$ cat config.mk
export PLATFORM = sky130hd
export DESIGN_NAME = memory_load_command_parser
export DESIGN_NICKNAME = d
export VERILOG_FILES = /design/src/hdl/mlcp_pkg.sv /design/src/hdl/mlcp_parser.sv /design/src/hdl/mlcp_out_queue.sv /design/src/hdl/memory_load_command_parser.sv
export SDC_FILE = /design/constraint.sdc
export NUM_CORES = 1
export LEC_CHECK = 0
export BUFFER_PORTS_ARGS = -buffer_cell sky130_fd_sc_hd__buf_2
export CORE_ASPECT_RATIO = 1.1
export CORE_MARGIN = 5
export CORE_UTILIZATION = 44
export CTS_CLUSTER_DIAMETER = 60
export DETAILED_ROUTE_END_ITERATION = 8
export PLACE_DENSITY = 0.65
export SLEW_MARGIN = 15
export SYNTH_ARGS = -nofsm -noshare
export SYNTH_HDL_FRONTEND = slang
export SYNTH_SLANG_ARGS = --single-unit
export TNS_END_PERCENT = 20
$ cat constraint.sdc
create_clock -name clk -period 7 [get_ports clk]
set_input_delay 1.4 -clock clk [delete_from_list [all_inputs] [get_ports clk]]
set_output_delay 1.4 -clock clk [all_outputs]
set_load 0.1 [all_outputs]
$ cat src/hdl/mlcp_pkg.sv
// ----------------------------------------------------------------------------
// mlcp_pkg
// Types and constants shared by the memory-load command parser modules.
// ----------------------------------------------------------------------------
package mlcp_pkg;

  typedef enum logic [6:0] {
    PH_ID    = 7'b0000001,
    PH_COUNT = 7'b0000010,
    PH_ADDR  = 7'b0000100,
    PH_LEN   = 7'b0001000,
    PH_DATA  = 7'b0010000,
    PH_SUM   = 7'b0100000,
    PH_DONE  = 7'b1000000
  } phase_t;

  localparam logic [2:0] KIND_ID     = 3'd0;
  localparam logic [2:0] KIND_ADDR   = 3'd1;
  localparam logic [2:0] KIND_LEN    = 3'd2;
  localparam logic [2:0] KIND_DATA   = 3'd3;
  localparam logic [2:0] KIND_SUM    = 3'd4;
  localparam logic [2:0] KIND_STATUS = 3'd5;

  localparam logic [1:0] STAT_OK             = 2'd0;
  localparam logic [1:0] STAT_INCONSISTENT   = 2'd1;
  localparam logic [1:0] STAT_TOO_MANY_BLOCK = 2'd2;
  localparam logic [1:0] STAT_TOO_MUCH_DATA  = 2'd3;

  localparam logic [1:0] REG_MAX_BLOCKS = 2'd0;
  localparam logic [1:0] REG_MAX_DATA   = 2'd1;
  localparam logic [1:0] REG_BYTE_ORDER = 2'd2;

  localparam logic [7:0]  RESET_MAX_BLOCKS = 8'd16;
  localparam logic [15:0] RESET_MAX_DATA   = 16'd1024;
  localparam logic        RESET_BYTE_ORDER = 1'b0;

  localparam logic [2:0] SUM_BYTES = 3'd2;

  localparam int QUEUE_DEPTH = 4;
  localparam int QUEUE_PTR_W = $clog2(QUEUE_DEPTH);
  localparam int QUEUE_LVL_W = $clog2(QUEUE_DEPTH + 1);

  typedef struct packed {
    logic [7:0] byte_value;
    logic       last_byte;
  } item_t;

  typedef struct packed {
    logic [2:0]  result_kind;
    logic [31:0] result_value;
    logic [7:0]  block_number;
    logic [1:0]  status_code;
    logic        last_result;
  } result_t;

  typedef struct packed {
    logic [7:0]  max_blocks;
    logic [15:0] max_data;
    logic        byte_order;
  } cfg_t;

  typedef struct packed {
    logic    first_valid;
    result_t first;
    logic    second_valid;
    result_t second;
  } push_t;

endpackage

$ cat src/hdl/mlcp_parser.sv
// ----------------------------------------------------------------------------
// mlcp_parser
// Parse state and per-byte decode; produces up to two results per byte.
// ----------------------------------------------------------------------------
module mlcp_parser import mlcp_pkg::*; #(
  parameter int ID_BYTES    = 1,
  parameter int COUNT_BYTES = 1,
  parameter int ADDR_BYTES  = 4,
  parameter int LEN_BYTES   = 2
) (
  input  logic  clk,
  input  logic  rst,
  input  logic  take,
  input  item_t item,
  input  cfg_t  cfg,
  output push_t push
);

  localparam logic [2:0] ID_W    = 3'(ID_BYTES);
  localparam logic [2:0] COUNT_W = 3'(COUNT_BYTES);
  localparam logic [2:0] ADDR_W  = 3'(ADDR_BYTES);
  localparam logic [2:0] LEN_W   = 3'(LEN_BYTES);

  phase_t      phase, phase_next;
  logic [2:0]  byte_cnt, byte_cnt_next;
  logic [31:0] acc, acc_next;
  logic [7:0]  blocks_expected, blocks_expected_next;
  logic [7:0]  block_index, block_index_next;
  logic [15:0] bytes_left, bytes_left_next;
  logic [16:0] data_total, data_total_next;
  logic [1:0]  error_code, error_code_next;

  logic [31:0] acc_in;
  logic [2:0]  field_width;
  logic [2:0]  cnt_inc;
  logic        field_done;
  logic [7:0]  bi_inc;
  logic [17:0] data_sum;
  logic        field_valid;
  result_t     field_res;
  result_t     status_res;

  always_comb begin
    case (phase)
      PH_ID:    field_width = ID_W;
      PH_COUNT: field_width = COUNT_W;
      PH_ADDR:  field_width = ADDR_W;
      PH_LEN:   field_width = LEN_W;
      default:  field_width = SUM_BYTES;
    endcase
  end

  assign cnt_inc    = byte_cnt + 3'd1;
  assign field_done = cnt_inc >= field_width;
  assign acc_in     = cfg.byte_order ? {acc[23:0], item.byte_value}
                    : (acc | ({24'd0, item.byte_value} << {byte_cnt[1:0], 3'b000}));
  assign bi_inc     = block_index + 8'd1;
  assign data_sum   = {1'b0, data_total} + {2'b00, acc_in[15:0]};

  always_comb begin
    phase_next           = phase;
    byte_cnt_next        = byte_cnt;
    acc_next             = acc;
    blocks_expected_next = blocks_expected;
    block_index_next     = block_index;
    bytes_left_next      = bytes_left;
    data_total_next      = data_total;
    error_code_next      = error_code;
    field_valid          = 1'b0;
    field_res            = '0;
    status_res           = '0;

    if (error_code == STAT_OK) begin
      case (phase)
        PH_ID: begin
          acc_next      = acc_in;
          byte_cnt_next = field_done ? 3'd0 : cnt_inc;
          if (field_done) begin
            field_valid            = 1'b1;
            field_res.result_kind  = KIND_ID;
            field_res.result_value = acc_in;
            acc_next               = '0;
            phase_next             = PH_COUNT;
          end
        end
        PH_COUNT: begin
          acc_next      = acc_in;
          byte_cnt_next = field_done ? 3'd0 : cnt_inc;
          if (field_done) begin
            blocks_expected_next = acc_in[7:0];
            acc_next             = '0;
            if (item.last_byte) begin
              error_code_next = STAT_INCONSISTENT;
            end else if (acc_in[7:0] > cfg.max_blocks) begin
              error_code_next = STAT_TOO_MANY_BLOCK;
            end else begin
              phase_next = (acc_in[7:0] == 8'd0) ? PH_DONE : PH_ADDR;
            end
          end
        end
        PH_ADDR: begin
          acc_next      = acc_in;
          byte_cnt_next = field_done ? 3'd0 : cnt_inc;
          if (field_done) begin
            field_valid            = 1'b1;
            field_res.result_kind  = KIND_ADDR;
            field_res.result_value = acc_in;
            field_res.block_number = block_index;
            acc_next               = '0;
            phase_next             = PH_LEN;
          end
        end
        PH_LEN: begin
          acc_next      = acc_in;
          byte_cnt_next = field_done ? 3'd0 : cnt_inc;
          if (field_done) begin
            field_valid            = 1'b1;
            field_res.result_kind  = KIND_LEN;
            field_res.result_value = {16'd0, acc_in[15:0]};
            field_res.block_number = block_index;
            acc_next               = '0;
            bytes_left_next        = acc_in[15:0];
            if (data_sum >= {2'b00, cfg.max_data}) begin
              error_code_next = STAT_TOO_MUCH_DATA;
            end else begin
              phase_next = (acc_in[15:0] == 16'd0) ? PH_SUM : PH_DATA;
            end
          end
        end
        PH_DATA: begin
          field_valid            = 1'b1;
          field_res.result_kind  = KIND_DATA;
          field_res.result_value = {24'd0, item.byte_value};
          field_res.block_number = block_index;
          data_total_next        = data_total + 17'd1;
          bytes_left_next        = bytes_left - 16'd1;
          if (bytes_left_next == 16'd0) begin
            phase_next = PH_SUM;
          end
        end
        PH_SUM: begin
          acc_next      = acc_in;
          byte_cnt_next = field_done ? 3'd0 : cnt_inc;
          if (field_done) begin
            field_valid            = 1'b1;
            field_res.result_kind  = KIND_SUM;
            field_res.result_value = {16'd0, acc_in[15:0]};
            field_res.block_number = block_index;
            acc_next               = '0;
            block_index_next       = bi_inc;
            phase_next             = (bi_inc >= blocks_expected) ? PH_DONE : PH_ADDR;
          end
        end
        default: begin
          // Any byte after the last block is excess.
          error_code_next = STAT_INCONSISTENT;
        end
      endcase
    end

    if (item.last_byte) begin
      status_res.result_kind  = KIND_STATUS;
      status_res.block_number = block_index_next;
      status_res.last_result  = 1'b1;
      if (error_code_next == STAT_OK && phase_next != PH_DONE) begin
        status_res.status_code = STAT_INCONSISTENT;
      end else begin
        status_res.status_code = error_code_next;
      end
      phase_next           = PH_ID;
      byte_cnt_next        = '0;
      acc_next             = '0;
      blocks_expected_next = '0;
      block_index_next     = '0;
      bytes_left_next      = '0;
      data_total_next      = '0;
      error_code_next      = STAT_OK;
    end
  end

  // The status result always takes the slot after any field result.
  always_comb begin
    push = '0;
    if (take) begin
      if (field_valid) begin
        push.first_valid  = 1'b1;
        push.first        = field_res;
        push.second_valid = item.last_byte;
        push.second       = status_res;
      end else begin
        push.first_valid = item.last_byte;
        push.first       = status_res;
      end
    end
  end

  always_ff @(posedge clk) begin
    if (rst) begin
      phase           <= PH_ID;
      byte_cnt        <= '0;
      acc             <= '0;
      blocks_expected <= '0;
      block_index     <= '0;
      bytes_left      <= '0;
      data_total      <= '0;
      error_code      <= STAT_OK;
    end else if (take) begin
      phase           <= phase_next;
      byte_cnt        <= byte_cnt_next;
      acc             <= acc_next;
      blocks_expected <= blocks_expected_next;
      block_index     <= block_index_next;
      bytes_left      <= bytes_left_next;
      data_total      <= data_total_next;
      error_code      <= error_code_next;
    end
  end

endmodule

$ cat src/hdl/mlcp_out_queue.sv
// ----------------------------------------------------------------------------
// mlcp_out_queue
// Small result queue; takes up to two results per cycle and delivers one.
// ----------------------------------------------------------------------------
module mlcp_out_queue import mlcp_pkg::*; (
  input  logic                   clk,
  input  logic                   rst,
  input  push_t                  push,
  input  logic                   pop,
  output result_t                head,
  output logic [QUEUE_LVL_W-1:0] level
);

  result_t                entries [QUEUE_DEPTH];
  logic [QUEUE_PTR_W-1:0] wr_ptr;
  logic [QUEUE_PTR_W-1:0] rd_ptr;
  logic [QUEUE_PTR_W-1:0] wr_ptr_second;
  logic [QUEUE_LVL_W-1:0] push_count;

  assign wr_ptr_second = wr_ptr + QUEUE_PTR_W'(1);
  assign push_count    = QUEUE_LVL_W'(push.first_valid) + QUEUE_LVL_W'(push.second_valid);
  assign head          = entries[rd_ptr];

  always_ff @(posedge clk) begin
    if (push.first_valid) begin
      entries[wr_ptr] <= push.first;
    end
    if (push.second_valid) begin
      entries[wr_ptr_second] <= push.second;
    end
  end

  always_ff @(posedge clk) begin
    if (rst) begin
      wr_ptr <= '0;
      rd_ptr <= '0;
      level  <= '0;
    end else begin
      wr_ptr <= wr_ptr + QUEUE_PTR_W'(push_count);
      if (pop) begin
        rd_ptr <= rd_ptr + QUEUE_PTR_W'(1);
      end
      level <= level + push_count - QUEUE_LVL_W'(pop);
    end
  end

endmodule

$ cat src/hdl/memory_load_command_parser.sv
// ----------------------------------------------------------------------------
// memory_load_command_parser
// Parses a memory-load command one byte at a time into tagged field results.
// ----------------------------------------------------------------------------
//
//   channel  | handshake                 | payload
//   ---------+---------------------------+--------------------------------
//   item     | item_valid / item_stall   | item_t: byte_value, last_byte
//   result   | result_valid/result_stall | result_t: kind, value, block, status
//   config   | cfg_write_en              | cfg_index, cfg_data (16 bits)
//
// One byte is accepted per cycle while item_stall is low; its results are registered
// into the result queue. The final byte of a command can yield two results, which
// drain one per cycle while result_stall is low, through a four-entry result queue.
// item_stall rises when the queue has fewer than two free entries.
// Reset clears the parse state and the queue and loads register defaults.
// ----------------------------------------------------------------------------
module memory_load_command_parser import mlcp_pkg::*; #(
  parameter int ID_BYTES    = 1,
  parameter int COUNT_BYTES = 1,
  parameter int ADDR_BYTES  = 4,
  parameter int LEN_BYTES   = 2
) (
  input  logic        clk,
  input  logic        rst,
  input  logic        item_valid,
  output logic        item_stall,
  input  item_t       item,
  output logic        result_valid,
  input  logic        result_stall,
  output result_t     result,
  input  logic        cfg_write_en,
  input  logic [1:0]  cfg_index,
  input  logic [15:0] cfg_data
);

  cfg_t                   cfg;
  push_t                  push;
  logic [QUEUE_LVL_W-1:0] level;
  logic                   item_accept;
  logic                   result_accept;

  always_ff @(posedge clk) begin
    if (rst) begin
      cfg.max_blocks <= RESET_MAX_BLOCKS;
      cfg.max_data   <= RESET_MAX_DATA;
      cfg.byte_order <= RESET_BYTE_ORDER;
    end else if (cfg_write_en) begin
      case (cfg_index)
        REG_MAX_BLOCKS: cfg.max_blocks <= cfg_data[7:0];
        REG_MAX_DATA:   cfg.max_data   <= cfg_data;
        REG_BYTE_ORDER: cfg.byte_order <= cfg_data[0];
        default: ;
      endcase
    end
  end

  assign item_stall    = level > QUEUE_LVL_W'(QUEUE_DEPTH - 2);
  assign item_accept   = item_valid && !item_stall;
  assign result_valid  = level != '0;
  assign result_accept = result_valid && !result_stall;

  mlcp_parser #(
    .ID_BYTES    (ID_BYTES),
    .COUNT_BYTES (COUNT_BYTES),
    .ADDR_BYTES  (ADDR_BYTES),
    .LEN_BYTES   (LEN_BYTES)
  ) u_parser (
    .clk  (clk),
    .rst  (rst),
    .take (item_accept),
    .item (item),
    .cfg  (cfg),
    .push (push)
  );

  mlcp_out_queue u_queue (
    .clk   (clk),
    .rst   (rst),
    .push  (push),
    .pop   (result_accept),
    .head  (result),
    .level (level)
  );

`ifndef ASSERT_OFF
  a_no_overflow: assert property (@(posedge clk) disable iff (rst)
    level <= QUEUE_LVL_W'(QUEUE_DEPTH))
    else $error("result queue overflow");

  a_push_needs_accept: assert property (@(posedge clk) disable iff (rst)
    !item_accept |-> (!push.first_valid && !push.second_valid))
    else $error("result pushed without an accepted byte");

  a_second_after_first: assert property (@(posedge clk) disable iff (rst)
    push.second_valid |-> (push.first_valid && push.second.last_result))
    else $error("second result slot misused");

  a_last_gives_status: assert property (@(posedge clk) disable iff (rst)
    (item_accept && item.last_byte) |->
      ((push.second_valid && push.second.last_result) ||
       (!push.second_valid && push.first_valid && push.first.last_result)))
    else $error("final byte did not produce a status result");
`endif

endmodule

* Word-level counts from Yosys, hierarchy flattened
Memory sizes are Yosys's and may differ from the RTL's. A register that Yosys moved wholly into a read port is not among the register bits. Index checks and enable logic that the tools add are counted.
Cells by class: add/subtract/negate cells 11, $mul 0, divide/modulo/power cells 0, $lt $le $gt $ge 5, equality and inequality tests 10, shift operators 1, multiplexer cells 70, bitwise logic cells 1, reduce and logical (&&, ||, !) cells 29
Operators by type and width (number):
- two-way mux 32 bit | 6
- case mux 35 bit (5 select lines) | 1
- two-way mux 47 bit | 2
- two-way mux 94 bit | 1
- two-way mux 7 bit | 13
- two-way mux 43 bit | 2
- two-way mux 8 bit | 8
- two-way mux 17 bit | 3
- two-way mux 16 bit | 3
- two-way mux 42 bit | 1
- case mux 7 bit (6 select lines) | 1
- two-way mux 41 bit | 1
- logical NOT 16 bit | 2
- bitwise OR 32 bit | 1
- case mux 16 bit (2 select lines) | 1
- case mux 8 bit (4 select lines) | 1
- left shift 8 x 5 -> 32 bit | 1
- two-way mux 2 bit | 10
- adder 17 x 16 -> 18 bit | 1
- greater-or-equal comparator 18 x 16 -> 1 bit | 1
- adder 17 x 1 -> 17 bit (second input constant) | 1
- subtractor 16 x 1 -> 16 bit (second input constant) | 1
- two-way mux 3 bit | 5
- two-way mux 11 bit | 1
- 38 further kinds | 59
Word-level totals: register bits after elaboration 125, latch bits 0, bits in writable memories 184, ROM bits 0, bits of input ports 32, output and inout port bits 48, logic and storage cells 142, memories 1
Memories:
- u_queue.entries | depth 4, width 46, rd ports 1, clocked after memory_dff 1, wr ports 2, RTL line mlcp_out_queue.sv:14 | result_t entries [QUEUE_DEPTH];

* Longest topological paths before layout
Gate-level depths: netlist of the first run.
depth in word-level cells 19, depth in mapped cells 24

* Cells and area by module
A second synthesis of the first run with hierarchy kept.
Second synthesis, totals: cells, all modules 1689, area total of the unflattened synthesis 18253.8 sq um
Modules (own cells, without submodules):
- mlcp_out_queue | instances 1, cells an instance 492, area an instance 9537.9 sq um, sequential area each 5705.5 sq um
- mlcp_parser | instances 1, cells an instance 1090, area an instance 7607.3 sq um, sequential area each 1861.8 sq um
- memory_load_command_parser | instances 1, cells an instance 107, area an instance 1108.6 sq um, sequential area each 500.5 sq um

* Worst setup path before layout of the first run
No wires, ideal clock.
path type input port to flip-flop, start input port item[8] (netlist bit), end memory u_queue.entries[0][1] (netlist bit), data pin, setup time 0.272 ns, data arrival time 5.194 ns, data required time 6.728 ns, path slack 1.534 ns, stages on the path 19, buffers on the path 0, cell sequence a2bb2oi_1 inv_1 ha_1 a2111oi_0 a211oi_1 o21ai_0 a21oi_1 o21ai_0 nand3_1 o311ai_0 ha_1 nand2_1 nor2_1 a31o_2 a221o_1 a22oi_1 o21ai_1 nor4_2 nor3_1
RTL lines:
- start, declared | RTL line memory_load_command_parser.sv:28 | input item_t item,
- end, declared | RTL line mlcp_out_queue.sv:14

==> results.tsv, run 1 <==
stage	metric	value	unit
run_status	outcome	completed	
layout	Layout fillers	3422	
clocking	CTS clk-pin slew, worst paths	60	ps
synthesis	Syn Area/Cell	9.38	um^2
clocking	CTS root buffer	clkbuf_16	
setup_path	R2R depth	21	
sta	Final min period	5850	ps
synthesis	Yosys warning total	0	
power_and_ir_drop	PD cells	376	nW/um^2
worst_hold_path	worst hold path cell count	2	
clocking	number of H-tree levels	2	
worst_hold_path	Worst Hold End	cfg[12]$_SDFFE_PP0P_	
routing	DRC violations left	0	
clocking	Resize count post-CTS	0	
setup_path	critical-path cell list	buf_2 > a2bb2oi_1 > inv_1 > ha_1 > nor2b_1 > o31ai_1 > a211oi_1 > o21ai_0 > a21oi_1 > o21ai_0 > nand3_1 > o311ai_0 > ha_1 > nand2_1 > nor2_1 > a31o_2 > a221o_1 > a22oi_1 > o21ai_1 > nor4_2 > nor3_1	
synthesis	total of flip-flops plus latches after synthesis	311	
worst_hold_path	worst hold path type	register to register	
clocking	post-CTS setup buffers	0	
sta	Setup TNS	0	ps
layout	layout cells sized above 1	13.8	%
setup_path	worst flop-to-flop path startpoint	u_parser.byte_cnt[0]$_SDFFE_PP0P_	
power_and_ir_drop	clock share of power	28.2	%
routing	routed via count	13400	
setup_path	Worst setup SP type	primary input	
floorplan	Die X	192	um
layout	final non-filler cell total	2250	
clocking	CTS max path bufs	3	
clocking	CTS buffer count	37	
synthesis	area share of the leading cell type in the synthesized netlist	32.5	%
floorplan	core area	36000	um^2
place	hpwl dp	30.6	mm
setup_path	FF-to-FF setup slack	1160	ps
power_and_ir_drop	NetSw	2880	uW
setup_path	required time of the critical path	7280	ps
sta	post-route clock skew	23.5	ps
synthesis	number of synthesized flops with an enable pin	52	
layout	Non-Filler Cell Area, Final	17900	um^2
floorplan	area of the die	40200	um^2
floorplan	I/O pin count	80	
power_and_ir_drop	Leak	0.00677	uW
global_route	initial antenna violation count	1	
place	GP Congestion	0.932	
floorplan	Die Y-Extent	210	um
sta	Final Hold Viols	0	
synthesis	fraction of registers with async set or reset after synthesis	0	%
power_and_ir_drop	Total Power	6730	uW
place	PortBufs	79	
power_and_ir_drop	VDD IR max	0.000251	V
synthesis	Synth Instances	1704	
synthesis	Cell Area, Synth	16000	um^2
place	placed instance area	16700	um^2
global_route	first-pass GRT wire length	70.5	mm
global_route	pin count of the biggest net entering global routing	76	
global_route	vias in the first global route	12900	
setup_path	Worst path slowest cell	o31ai_1	
power_and_ir_drop	Net Sw Frac	42.8	%
global_route	Total Routing Usage GR	21.8	%
place	Placed Instances	2183	
power_and_ir_drop	sequential power share	32.4	%
sta	max-slew violations	0	
setup_path	CP arrival	6130	ps
routing	Iteration-0 DRC Markers	1135	
routing	Detail Route Antenna Nets	0	
sta	final worst path period share	83.5	%
clocking	hold buffers post-CTS	0	
sta	Max Clock Freq	171	MHz
sta	worst slew pin tran	987	ps
setup_path	Critical Setup Path Class	primary input to register	
flow_run	max_cap viols	0	
setup_path	WP buf/inv	2	
global_route	total grt overflow	0	
synthesis	syn_nets	1801	
power_and_ir_drop	Internal	3850	uW
clocking	TritonCTS clock tree	built	
setup_path	RR Endpoint	u_queue.entries[0][1]$_DFFE_PP_	
synthesis	post-synth top area cell	dfxtp_1	
setup_path	Setup crit end kind	register	
floorplan	row count	73	
clocking	total clock sinks	311	
worst_hold_path	Hold Crit Start	cfg[12]$_SDFFE_PP0P_	
sta	final setup vio count	0	
layout	# diodes	0	
routing	Vias/cell	5.95	
setup_path	Critical Path Fanout Max	5	
setup_path	slowest stage delay, CP	500	ps
routing	1st-pass router iterations	5	
synthesis	largest cells by area after synthesis	dfxtp_1 (32%), edfxtp_1 (9.8%), a22o_1 (7.2%)	
clocking	Clk Latency, worst-skew pair	560	ps
layout	fin nets	1832	
sta	max_slew headroom	34.0	%
layout	Area Growth Syn to Fin	12.0	%
synthesis	post-synth cell types	82	
power_and_ir_drop	part of the power in combinational logic	39.4	%
synthesis	Main synth FF type	dfxtp_1	
setup_path	CP delay by family, top	compound AO/OA/AOI/OAI gates	
synthesis	Seq/Total Area, Yosys	42.2	%
routing	routed len/inst	20.0	um
setup_path	Levels on crit path	21	
floorplan	initial core utilization	44.4	%
sta	unrepaired setup endpoints after global routing	no	
routing	final wirelength	45.0	mm
-- metal layers --
metal / vias to the layer above / GRT usage (%) / routed length (um)
met5: - / 0 / 0
met4: 0 / 7.46 / 1160
met2: 436 / 35.8 / 21700
met1: 6555 / 29.2 / 19500
li1: 6321 / - / -
met3: 80 / 3.39 / 2710
-- registers in the layout (all words and copies together) (netlist names), named ones only --
register,count
u_queue.level,3
u_parser.byte_cnt,3
u_parser.blocks_expected,8
u_parser.error_code,2
cfg,25
u_queue.entries,184
u_parser.data_total,17
u_parser.phase,7
u_parser.acc,32
u_queue.wr_ptr,2
u_parser.block_index,8
u_parser.bytes_left,16
u_queue.rd_ptr,2
-- worst register-to-register path, cell delays in order, from the launching register on --
cell and delay, ps:
dfxtp_1 430, o21bai_1 610, nand2_1 100, o21ai_0 320, inv_1 250, fa_1 520
nor2b_1 200, o31ai_1 170, a211oi_1 230, o21ai_0 150, a21oi_1 230, o21ai_0 130
o311ai_0 330, ha_1 330, nand2_1 70, nor2_1 60, a31o_2 190, a221o_1 380
a22oi_1 210, o21ai_1 140, nor4_2 440, nor3_1 110
-- synth_stat cells (4+ instances only) --
| library cell | n |
|---|---|
| nor3_1 | 56 |
| nor3b_1 | 11 |
| a21oi_1 | 159 |
| a2111oi_0 | 9 |
| o21ai_1 | 10 |
| o211ai_1 | 4 |
| nand3b_1 | 7 |
| and3_1 | 13 |
| a31oi_1 | 8 |
| nand2b_1 | 17 |
| xnor2_1 | 22 |
| o21a_1 | 12 |
| o21ai_0 | 53 |
| nand4_1 | 13 |
| edfxtp_1 | 52 |
| ha_1 | 63 |
| inv_1 | 78 |
| buf_2 | 7 |
| buf_6 | 13 |
| clkbuf_1 | 80 |
| xor2_1 | 36 |
| buf_1 | 13 |
| a211oi_1 | 11 |
| nor4_1 | 9 |
| nand3_1 | 27 |
| or3_1 | 4 |
| nor2b_1 | 15 |
| a2bb2oi_1 | 6 |
| o22ai_1 | 30 |
| and2_1 | 8 |
| nor2_1 | 206 |
| or4_1 | 6 |
| a22oi_1 | 18 |
| mux2i_1 | 8 |
| o31ai_1 | 5 |
| a22o_1 | 131 |
| dfxtp_1 | 259 |
| mux4_2 | 46 |
| nand2_1 | 107 |
| a21o_1 | 6 |
| or2_2 | 4 |
-- placed cells by master (no fill, tap or decap), types with 46 or more instances in the layout --
cell      Yosys  final
a22o_1      131    131
buf_2         7     78
inv_1        78     78
ha_1         63     63
nor2_1      206    204
o21ai_0      53     53
nor3_1       56     56
nand2_1     107    107
dfxtp_1     259    256
edfxtp_1     52     52
mux4_2       46     46
a21oi_1     159    159
-- layout make-up --
class	instances	area (um^2)	share of cell area (%)
multi-input combinational	1199	8420	47.1
sequential	311	6750	37.7
clock buffer	45	1010	5.62
tap	487	609	3.41
timing repair buffer	107	608	3.40
inverter	79	297	1.66
clock inverter	22	199	1.11
-- power by group through the flow --
stage | clock network (uW) | logic [uW] | registers [uW]
floorplan | 0 | 2100 | 2140
global placement | 0 | 2630 | 2200
detailed placement | 0 | 2640 | 2210
CTS | 1940 | 2650 | 2180
global route | 2000 | 2810 | 2200
finish | 1900 | 2650 | 2180
-- through the flow --
step / setup slack [ps] / hold slack, ps / util [%]
CTS: 1250 / 456 / 49.7
floorplan: 1530 / 433 / -
global route: 756 / 479 / 49.7
global placement: 941 / 444 / 46.4
detailed placement: 758 / 448 / 46.4
finish: 1150 / 456 / 49.7
-- worst max path at each step --
stage	start	endpoint	slack, ps
CTS	u_parser.byte_cnt[0]$_SDFFE_PP0P_	u_queue.entries[0][1]$_DFFE_PP_	1250
detailed placement	item[5]	u_queue.entries[0][1]$_DFFE_PP_	760
global placement	item[5]	u_queue.entries[0][1]$_DFFE_PP_	940
floorplan	item[8]	u_queue.entries[0][1]$_DFFE_PP_	1530
finish	item[3]	u_queue.entries[0][1]$_DFFE_PP_	1150
global route	u_parser.byte_cnt[0]$_SDFFE_PP0P_	u_queue.entries[0][1]$_DFFE_PP_	760
-- logic make-up (layout without fill, tap and decap cells) --
logic type / count (synthesis) / after routing / share of synthesized area (%)
mux: 54 / 54 / 6.99
compound gates: 501 / 501 / 21.6
xor+xnor: 58 / 58 / 3.18
simple gates: 521 / 521 / 15.6
flops: 311 / 311 / 42.2
fa+ha+maj: 65 / 65 / 5.18
buf+inv: 194 / 253 / 5.27
(Power assumes the default switching activity.)
==> inputs of run 2 (changes only) <==
Settings changed: PLACE_DENSITY 0.65 to 0.68.
Clock period 7 ns to 5.2 ns, I/O delays scaled along.
==> run 2 against run 1 <==
- critical endpoint is now u_queue.entries[1][1]$_DFFE_PP_
- register-to-register slack worse by 780 ps
- setup slack got worse by 780 ps
- clock skew is 2.8 ps higher
- combinational power increased by 39%
- via count increased by 1.9%
- sequential power rose by 36%
- largest cell class unchanged
- routed wire length rose by 1.3%
- flip-flop and latch count unchanged
- first-iteration DRC count rose by 20%
- clock power is 44% higher
- non-clock buffer count up 67
- critical path depth up 2
==> results.tsv, run 2 (same netlist as run 1, synthesis figures left out) <==
stage	metric	value	unit	change
clocking	hold buffers post-CTS	0		unchanged
layout	layout cells sized above 1	17.6	%	+3.8 points
sta	final worst path period share	92.8	%	
clocking	CTS buffer count	37		unchanged
setup_path	CP arrival	5100	ps	-1030 ps
layout	Largest register FFs	184		unchanged
setup_path	FF-to-FF setup slack	380	ps	-780 ps
global_route	met3 Use GR	3.94	%	+0.55 points
clocking	number of H-tree levels	2		unchanged
sta	max_slew headroom	34.9	%	+0.93 points
clocking	CTS max path bufs	3		unchanged
floorplan	Die X	192	um	unchanged
routing	Detail Route Antenna Nets	0		unchanged
clocking	total clock sinks	311		unchanged
routing	Iteration-0 DRC Markers	1361		+20%
floorplan	row count	73		unchanged
routing	routed len/inst	19.7	um	-1.6%
routing	DRC violations left	0		unchanged
global_route	Total Routing Usage GR	22.3	%	+0.50 points
power_and_ir_drop	Leak	0.00714	uW	+5.4%
setup_path	Critical Path Fanout Max	9		+4
routing	Vias/cell	5.89		-1.0%
layout	Non-Filler Cell Area, Final	18500	um^2	+3.6%
floorplan	initial core utilization	44.4	%	unchanged
place	hpwl dp	31.8	mm	+3.9%
clocking	CTS clk-pin slew, worst paths	60	ps	about the same
layout	Reg with most FFs	u_queue.entries		
routing	routed via count	13600		+1.9%
clocking	CTS root buffer	clkbuf_16		
sta	post-route clock skew	26.3	ps	+2.83 ps
global_route	grt met1 use	30.6	%	+1.4 points
power_and_ir_drop	VDD IR max	0.000394	V	+57%
floorplan	Die Y-Extent	210	um	unchanged
setup_path	Worst setup SP type	register		
routing	final wirelength	45.6	mm	+1.3%
floorplan	I/O pin count	80		unchanged
setup_path	Critical Setup Path Class	register to register		
place	GP Congestion	0.952		+2.2%
layout	fin nets	1899		+3.7%
global_route	total grt overflow	0		unchanged
worst_hold_path	worst hold path type	register to register		
layout	registers with the most flip-flops	u_queue.entries x184, u_parser.acc x32, cfg x25		
layout	most frequent cells in the layout	dfxtp_1 (256), nor2_1 (203), a21oi_1 (158)		
global_route	first-pass GRT wire length	72.5	mm	+2.8%
sta	Max Clock Freq	207	MHz	
layout	Area Growth Syn to Fin	16.0	%	
routing	1st-pass router iterations	6		+1
global_route	met2 GRT Util	35.1	%	-0.68 points
floorplan	area of the die	40200	um^2	unchanged
flow_run	max_cap viols	0		unchanged
setup_path	Setup crit end kind	register		
place	PortBufs	79		unchanged
power_and_ir_drop	PD cells	506	nW/um^2	+34%
global_route	vias in the first global route	13300		+3.4%
sta	Setup TNS	0	ps	unchanged
place	placed instance area	17200	um^2	+2.9%
sta	Final Hold Viols	0		unchanged
global_route	initial antenna violation count	1		unchanged
sta	final hold slack	451	ps	-4.87 ps
clocking	TritonCTS clock tree	built		
sta	worst slew pin tran	973	ps	-13.9 ps
clocking	Clk Latency, worst-skew pair	570	ps	about the same
global_route	pin count of the biggest net entering global routing	68		-11%
sta	final setup vio count	0		unchanged
clocking	Resize count post-CTS	0		unchanged
sta	max-slew violations	0		unchanged
setup_path	required time of the critical path	5470	ps	-1810 ps
power_and_ir_drop	Total Power	9370	uW	+39%
layout	# diodes	0		unchanged
sta	Final min period	4820	ps	
layout	fin util	51.5	%	+1.8 points
clocking	post-CTS setup buffers	0		unchanged
floorplan	core area	36000	um^2	unchanged
run_status	outcome	completed		
global_route	busiest grt layer	met2		
layout	most common cell after layout, fill and taps aside	dfxtp_1		
[run 2: final timing paths]
kind                              from                               to  cells after the start
hold / removal    cfg[13]$_SDFFE_PP0P_             cfg[13]$_SDFFE_PP0P_                      2
hold reg to reg   cfg[13]$_SDFFE_PP0P_             cfg[13]$_SDFFE_PP0P_                      2
setup reg to reg   cfg[0]$_SDFFE_PP0P_  u_queue.entries[1][1]$_DFFE_PP_                     23
setup / recovery   cfg[0]$_SDFFE_PP0P_  u_queue.entries[1][1]$_DFFE_PP_                     23
[run 2: area by class of cell]
type	instances	area, um^2
timing repair buffer	174	1120
sequential	311	6750
tap	487	609
fill	3296	17500
clock buffer	49	1100
multi-input combinational	1199	8440
clock inverter	17	206
inverter	79	297
[run 2: worst max-delay path, stage by stage (launching register included)]
cell	delay [ps]
dfxtp_4	380
o21bai_2	220
buf_4	170
a2bb2oi_1	140
buf_4	150
inv_1	50
ha_1	330
a21o_1	200
a211oi_2	270
a211oi_1	120
or2_2	300
a21o_1	180
a21oi_1	170
xnor2_1	140
ha_1	260
nand2_1	80
nor2_1	50
a31o_2	190
a221o_1	310
a22oi_1	170
o21ai_1	140
nor4_2	300
buf_4	170
nor3_1	50
[run 2: where the power goes]
part / switching, uW / total [uW] / internal (uW)
Sequential: 200 / 2960 / 2760
Combinational: 2650 / 3680 / 1040
Clock: 1070 / 2730 / 1660
[run 2: per-layer routing]
layer,routed length (um),part of all wire (%),up-vias
met5,7,0.015,-
li1,-,-,6444
met3,3290,7.2,99
met1,19800,43,6564
met2,21000,46,532
met4,1440,3.2,2
[run 2: metrics by stage]
stage	worst slack [ps]	std cells
after floorplan	94.3	1704
after detailed placement	-307	2250
after global routing	-22.8	2316
after CTS	145	2316
final	375	2316
after global placement	-192	2250
